--- config.mk ---
export PLATFORM = sky130hd
export DESIGN_NAME = pcs_ctrl
export DESIGN_NICKNAME = d
export VERILOG_FILES = /design/src/hw/rtl/pcs_pkg.sv /design/src/hw/rtl/pcs_ctrl.sv
export SDC_FILE = /design/constraint.sdc
export NUM_CORES = 1
export LEC_CHECK = 0
export ABC_CLOCK_PERIOD_IN_PS = 5100
export BUFFER_PORTS_ARGS = -buffer_cell sky130_fd_sc_hd__buf_2
export CORE_MARGIN = 10
export CORE_UTILIZATION = 54
export DETAILED_ROUTE_END_ITERATION = 10
export GPL_ROUTABILITY_DRIVEN = 0
export PLACE_DENSITY = 0.83
export SLEW_MARGIN = 25
export SYNTH_ARGS = -nofsm -noshare
export SYNTH_HDL_FRONTEND = slang
export SYNTH_SLANG_ARGS = --single-unit
--- constraint.sdc ---
create_clock -name clock -period 5.1 [get_ports clock]
set_clock_uncertainty 0.15 [all_clocks]
set_input_delay 0.51 -clock clock [delete_from_list [all_inputs] [get_ports clock]]
set_output_delay 0.51 -clock clock [all_outputs]
set_load 0.02 [all_outputs]
--- src/hw/rtl/pcs_pkg.sv ---
`timescale 1ns / 1ps
package pcs_pkg;

   localparam int CNT_W  = 23;
   localparam int CLIP_W = 13;
   localparam int THR_W  = CNT_W + CLIP_W;
   localparam int PROD_W = CNT_W + 14;
   localparam int NCH    = 3;

   localparam logic [CNT_W-1:0]  MAX_PIXELS = 23'd4194304;
   localparam logic [CLIP_W-1:0] CLIP_RESET = 13'd50;
   localparam logic [13:0]       SCALE      = 14'd10000;

   localparam logic OP_HIST     = 1'b0;
   localparam logic OP_MAP      = 1'b1;
   localparam logic KIND_PIXEL  = 1'b0;
   localparam logic KIND_REPORT = 1'b1;

   typedef enum logic [10:0] {
      ST_IDLE  = 11'b000_0000_0001,
      ST_HRD   = 11'b000_0000_0010,
      ST_HWR   = 11'b000_0000_0100,
      ST_THR   = 11'b000_0000_1000,
      ST_SRCH  = 11'b000_0001_0000,
      ST_DRAIN = 11'b000_0010_0000,
      ST_LIMS  = 11'b000_0100_0000,
      ST_CLR   = 11'b000_1000_0000,
      ST_MLD   = 11'b001_0000_0000,
      ST_MDIV  = 11'b010_0000_0000,
      ST_MFIN  = 11'b100_0000_0000
   } state_type;

   typedef struct packed {
      logic accept;
      logic hist_read;
      logic hist_write;
      logic start_search;
      logic search_issue;
      logic load_limits;
      logic clear_issue;
      logic map_load;
      logic div_step;
      logic map_finish;
   } cmd_type;

   typedef struct packed {
      logic pipe_empty;
      logic cnt_last;
      logic div_last;
      logic out_valid;
      logic final_flag;
   } status_type;

endpackage

--- src/hw/rtl/pcs_ctrl.sv ---
`timescale 1ns / 1ps
module pcs_ctrl
   import pcs_pkg::*;
(
   input  logic       clock,
   input  logic       reset,
   input  logic       req_valid,
   input  logic       req_operation,
   output logic       req_ready,
   input  status_type status,
   output cmd_type    cmd
);

   state_type state_ff, state_in;

   assign req_ready = (state_ff == ST_IDLE) && !status.out_valid;

   always_comb begin
      state_in = state_ff;
      cmd      = '0;
      case (state_ff)
         ST_IDLE: begin
            if (req_valid && req_ready) begin
               cmd.accept = 1'b1;
               state_in   = (req_operation == OP_MAP) ? ST_MLD : ST_HRD;
            end
         end
         ST_HRD: begin
            cmd.hist_read = 1'b1;
            state_in      = ST_HWR;
         end
         ST_HWR: begin
            cmd.hist_write = 1'b1;
            state_in       = status.final_flag ? ST_THR : ST_IDLE;
         end
         ST_THR: begin
            cmd.start_search = 1'b1;
            state_in         = ST_SRCH;
         end
         ST_SRCH: begin
            cmd.search_issue = 1'b1;
            if (status.cnt_last) state_in = ST_DRAIN;
         end
         ST_DRAIN: begin
            if (status.pipe_empty) state_in = ST_LIMS;
         end
         ST_LIMS: begin
            cmd.load_limits = 1'b1;
            state_in        = ST_CLR;
         end
         ST_CLR: begin
            cmd.clear_issue = 1'b1;
            if (status.cnt_last) state_in = ST_IDLE;
         end
         ST_MLD: begin
            cmd.map_load = 1'b1;
            state_in     = ST_MDIV;
         end
         ST_MDIV: begin
            cmd.div_step = 1'b1;
            if (status.div_last) state_in = ST_MFIN;
         end
         ST_MFIN: begin
            cmd.map_finish = 1'b1;
            state_in       = ST_IDLE;
         end
         default: state_in = ST_IDLE;
      endcase
   end

   // reset lands in the clearing sweep so the histograms start at zero
   always_ff @(posedge clock) begin
      if (reset) begin
         state_ff <= ST_CLR;
      end else begin
         state_ff <= state_in;
      end
   end

endmodule

# == Yosys cells after proc, flatten, opt, wreduce, memory -nomap -nowiden ==
# Cells that the tools add are included.
# totals
memories,0
latchBits,0
in_bits,9
elab_cells,40
mem_bits_rw,0
reg_bits,11
mem_bits_ro,0
out_inout_bits,11
# classes
magnitude_cmp,0
div_mod_pow,0
mux,19
n_eq_ne,16
multipliers,0
n_bitwise,0
shifts,0
add_sub_neg,0
n_reduce_logical,4
# ops
op,n
one-hot mux 11 bit (10 select lines),1
two-way mux 11 bit,5
equality test 11 x 1 -> 1 bit (second input constant),1
equality test 11 x 10 -> 1 bit (second input constant),1
equality test 11 bit (second input constant),1
equality test 11 x 2 -> 1 bit (second input constant),1
equality test 11 x 3 -> 1 bit (second input constant),1
equality test 11 x 4 -> 1 bit (second input constant),1
equality test 11 x 5 -> 1 bit (second input constant),1
equality test 11 x 6 -> 1 bit (second input constant),1
equality test 11 x 7 -> 1 bit (second input constant),1
equality test 11 x 8 -> 1 bit (second input constant),1
equality test 11 x 9 -> 1 bit (second input constant),1
two-way mux 1 bit,11
two-way mux 9 bit,1
inequality test 2 bit (second input constant),4
AND reduction 5 bit,1
two-way mux 4 bit,1
logical AND 1 bit,2
inequality test 2 x 1 -> 1 bit (second input constant),1
zero test 1 bit,1

# == Longest topological paths before layout ==
# logic_depth
word_depth,5
mapped_depth,6
ltp_nobuf,5

# == Worst setup path before layout ==
# OpenSTA, ideal clock, no wires.
# synth_timing
path_kind,reg2out
startpoint,reg state_ff[0]
endpoint,out cmd[5] in the netlist's numbering
t_arrival_ns,1.550
slack_ns,2.890
path_stages_with_launch,6
t_required_ns,4.440
path_buffers,1
cell_sequence,dfxtp_1 -> nor4_2 -> nor2b_1 -> buf_4 -> nand2_1 -> nor3b_1
# synth_rtl
item,line_no,source
start: declaration,pcs_ctrl.sv:14,"state_type state_ff, state_in;"
start signal: assignment,pcs_ctrl.sv:76,state_ff <= state_in;
end: declaration,pcs_ctrl.sv:11,output cmd_type cmd

==> impl_metrics.py <==
metrics = {
    "status": {
        "status": "complete, no violations",
    },
    "clock_network": {
        "cts.clk_slew.worst_paths_ps": 70,
        "tritoncts": "yes",
        "clockBufferDepth": 2,
        "root_buffer": "clkbuf_4",
        "cts_htree_levels": 1,
        "cts_hold_buffers": 0,
        "clk_latency_ps": 270,
        "cts_resized": 0,
        "post_cts_buffers": 0,
        "numCtsBuffers": 3,
        "cts.sinks": 11,
    },
    "floorplan": {
        "start_util": 0.571,
        "die_area_um2": 3260,
        "num_io_pins": 20,
        "die_w_um": 57.1,
        "rows": 13,
        "die_height_um": 57.1,
        "coreArea_um2": 1300,
    },
    "drt": {
        "avgViaCountPerCell": 5.98,
        "avgRoutedWirePerCell_um": 14.9,
        "drt-initial-drc-count": 26,
        "ant_nets": 0,
        "drc_errors": 0,
        "dr.pass1.iters": 5,
        "via_count": 736,
        "drt_wl_total_mm": 1.84,
    },
    "pwr": {
        "p_seq_frac": 0.486,
        "p_sw_frac": 0.300,
        "p_per_area_nw_per_um2": 226,
        "p_leak_nw": 0.377,
        "irDropWorstVdd_uv": 183,
        "clock_power_share": 0.307,
        "p_switching_w": 0.0000571,
        "intPower_w": 0.000133,
        "pwr-share-comb": 0.207,
    },
    "critical_path": {
        "crit_start": "state_ff[0]",
        "rrSetupSlack_ps": 3100,
        "rr_endpoint": "state_ff[5]",
        "crit_required_ps": 4440,
        "r2r.worst_path.cells": 5,
        "critPathCapture": "cmd[5]",
        "arrival_ps": 2010,
        "cp_max_fo": 9,
        "reg2reg_from": "state_ff[4]",
        "worstSetupPathType": "reg -> out",
        "endpoint_kind": "output pin",
        "cp-start-kind": "register",
    },
    "logic_synthesis": {
        "synth.most_common_cell": "nor2_1",
        "syn_nets": 100,
        "synth_area_um2": 743,
        "ys_ff_latch": 11,
        "synth_ff_type": "dfxtp_1",
        "synth_cells": 91,
        "ys_types": 32,
        "synth_enable_flop_cells": 0,
        "async_flop_share": 0,
        "yosys-top-cells-count": "nor2_1 (12), dfxtp_1 (11), nor3_1 (7)",
        "yosysWarnings": 0,
        "ys_seq_area_frac": 0.296,
        "synth_largest_area_cell": "dfxtp_1",
        "avgSynthCellArea_um2": 8.17,
        "yosysTopAreaCellShare": 0.296,
        "synth_area_leaders": "dfxtp_1 (30%), nor2_1 (6.1%), and4b_1 (5.4%), nor4_2 (5.1%), nor3_1 (4.7%)",
    },
    "timing": {
        "worstMarginPinSlew_ps": 492,
        "rsz0062_at_grt": "no",
        "max_freq_mhz": 374,
        "slew_headroom": 0.672,
        "period_share": 0.524,
        "post-route-min-period_ps": 2670,
        "finalSetupViolCount": 0,
        "slew_viol_final": 0,
        "setup_tns_ps": 0,
        "finalHoldViolations": 0,
    },
    "placed_design": {
        "place_hpwl_mm": 1.44,
        "port_buffers": 19,
        "dp_cells": 119,
        "post_dp_cell_area_um2": 817,
    },
    "hold_path": {
        "hp-class": "in -> reg",
    },
    "global_route": {
        "grt_start_max_net_pins": 13,
        "grt_pass1_vias": 717,
        "grt_antenna_before_repair": 0,
        "grt_overflow": 0,
        "track_usage": 0.117,
        "grt_pass1_wl_mm": 3.13,
    },
    "final_layout": {
        "largest_reg_flops": 11,
        "reg_top3": "state_ff x11",
        "fin_area_um2": 845,
        "layout.cells.non_filler": 123,
        "n_antenna_cell": 0,
        "largest-register": "state_ff",
        "area_delta_synth_final_pct": 13.6,
        "layout.nets": 118,
        "drive_above_1_share": 0.287,
    },
    "run": {
        "maxCapViolations": 0,
    },
}
## power groups by stage
| stage | clock network, W | registers (W) | logic (W) |
|---|---|---|---|
| 2_1_floorplan | 0 | 0.0000918 | 0.0000320 |
| 3_3_place_gp | 0 | 0.0000939 | 0.0000383 |
| 3_5_place_dp | 0 | 0.0000942 | 0.0000391 |
| 4_1_cts | 0.0000593 | 0.0000923 | 0.0000394 |
| 5_1_grt | 0.0000659 | 0.0000929 | 0.0000441 |
| 6_report | 0.0000584 | 0.0000926 | 0.0000395 |
## metal layers
layer / up-vias / part of all wire / global-route usage
met5: - / 0 / 0
met4: 0 / 0.0093 / 0.0705
met3: 4 / 0.071 / 0.0442
met2: 28 / 0.46 / 0.180
met1: 337 / 0.46 / 0.134
li1: 367 / - / -
## cell usage in the layout, fill, tap and decap left out
cell type and n:
nor4_2 3, nor4b_1 4, inv_1 5, and4b_1 4, nand4b_1 1, o31ai_2 1
nand4_1 1, a31oi_1 2, o21ai_2 1, nand2b_1 2, buf_2 19, nor2_1 12
nand3_1 2, o211ai_1 2, a211o_1 2, nand3_2 1, mux2_2 1, and3b_1 1
nor3b_1 3, xor2_1 2, clkinv_2 1, a21oi_2 1, o21ai_0 2, nor3_1 7
nor4_1 4, nand2_1 4, and2_1 1, clkbuf_4 3, dfxtp_1 11, nor2b_1 1
o31a_1 1, a21oi_1 2, a21o_1 1
## worst max-delay path: stages (launching register included)
cell and delay [ps]:
dfxtp_1 360, nor4_2 360, nor2b_1 470, nand2_1 150, nor3b_1 200, buf_2 200
## cell families after synthesis
logic type	after synthesis	synth area share
AND/OR/NAND/NOR	51	0.436
AO/OA/AOI/OAI	15	0.150
flip-flops	11	0.296
buffers and inverters	11	0.0791
XOR/XNOR	2	0.0236
multiplexers	1	0.0152
## worst min path at each step
| stage | from | to | slack (ps) | cells after the start |
|---|---|---|---|---|
| 3_5_place_dp | state_ff[2] | state_ff[3] | 470 | 2 |
| 5_1_grt | req_operation | state_ff[1] | 250 | 2 |
| 3_3_place_gp | state_ff[2] | state_ff[3] | 470 | 2 |
| 4_1_cts | req_operation | state_ff[1] | 260 | 2 |
| 6_report | req_operation | state_ff[1] | 260 | 2 |
| 2_1_floorplan | state_ff[7] | state_ff[7] | 410 | 2 |
## layout make-up
class | instances | area, um2
clock inverter | 1 | 5.00
timing repair buffer | 19 | 95.1
multi-input combinational | 69 | 464
sequential | 11 | 220
clock buffer | 3 | 22.5
fill | 122 | 457
inverter | 5 | 18.8
tap | 15 | 18.8
## metrics by stage
stage	power [W]	hold slack, ps	utilization	worst slack (ps)
4_1_cts	0.000191	257	0.649	2460
3_3_place_gp	0.000132	467	0.628	2810
2_1_floorplan	0.000124	411	-	2890
5_1_grt	0.000203	251	0.649	2090
3_5_place_dp	0.000133	474	0.628	2780
6_report	0.000190	259	0.649	2430
Power figures use the tool's default switching activity.
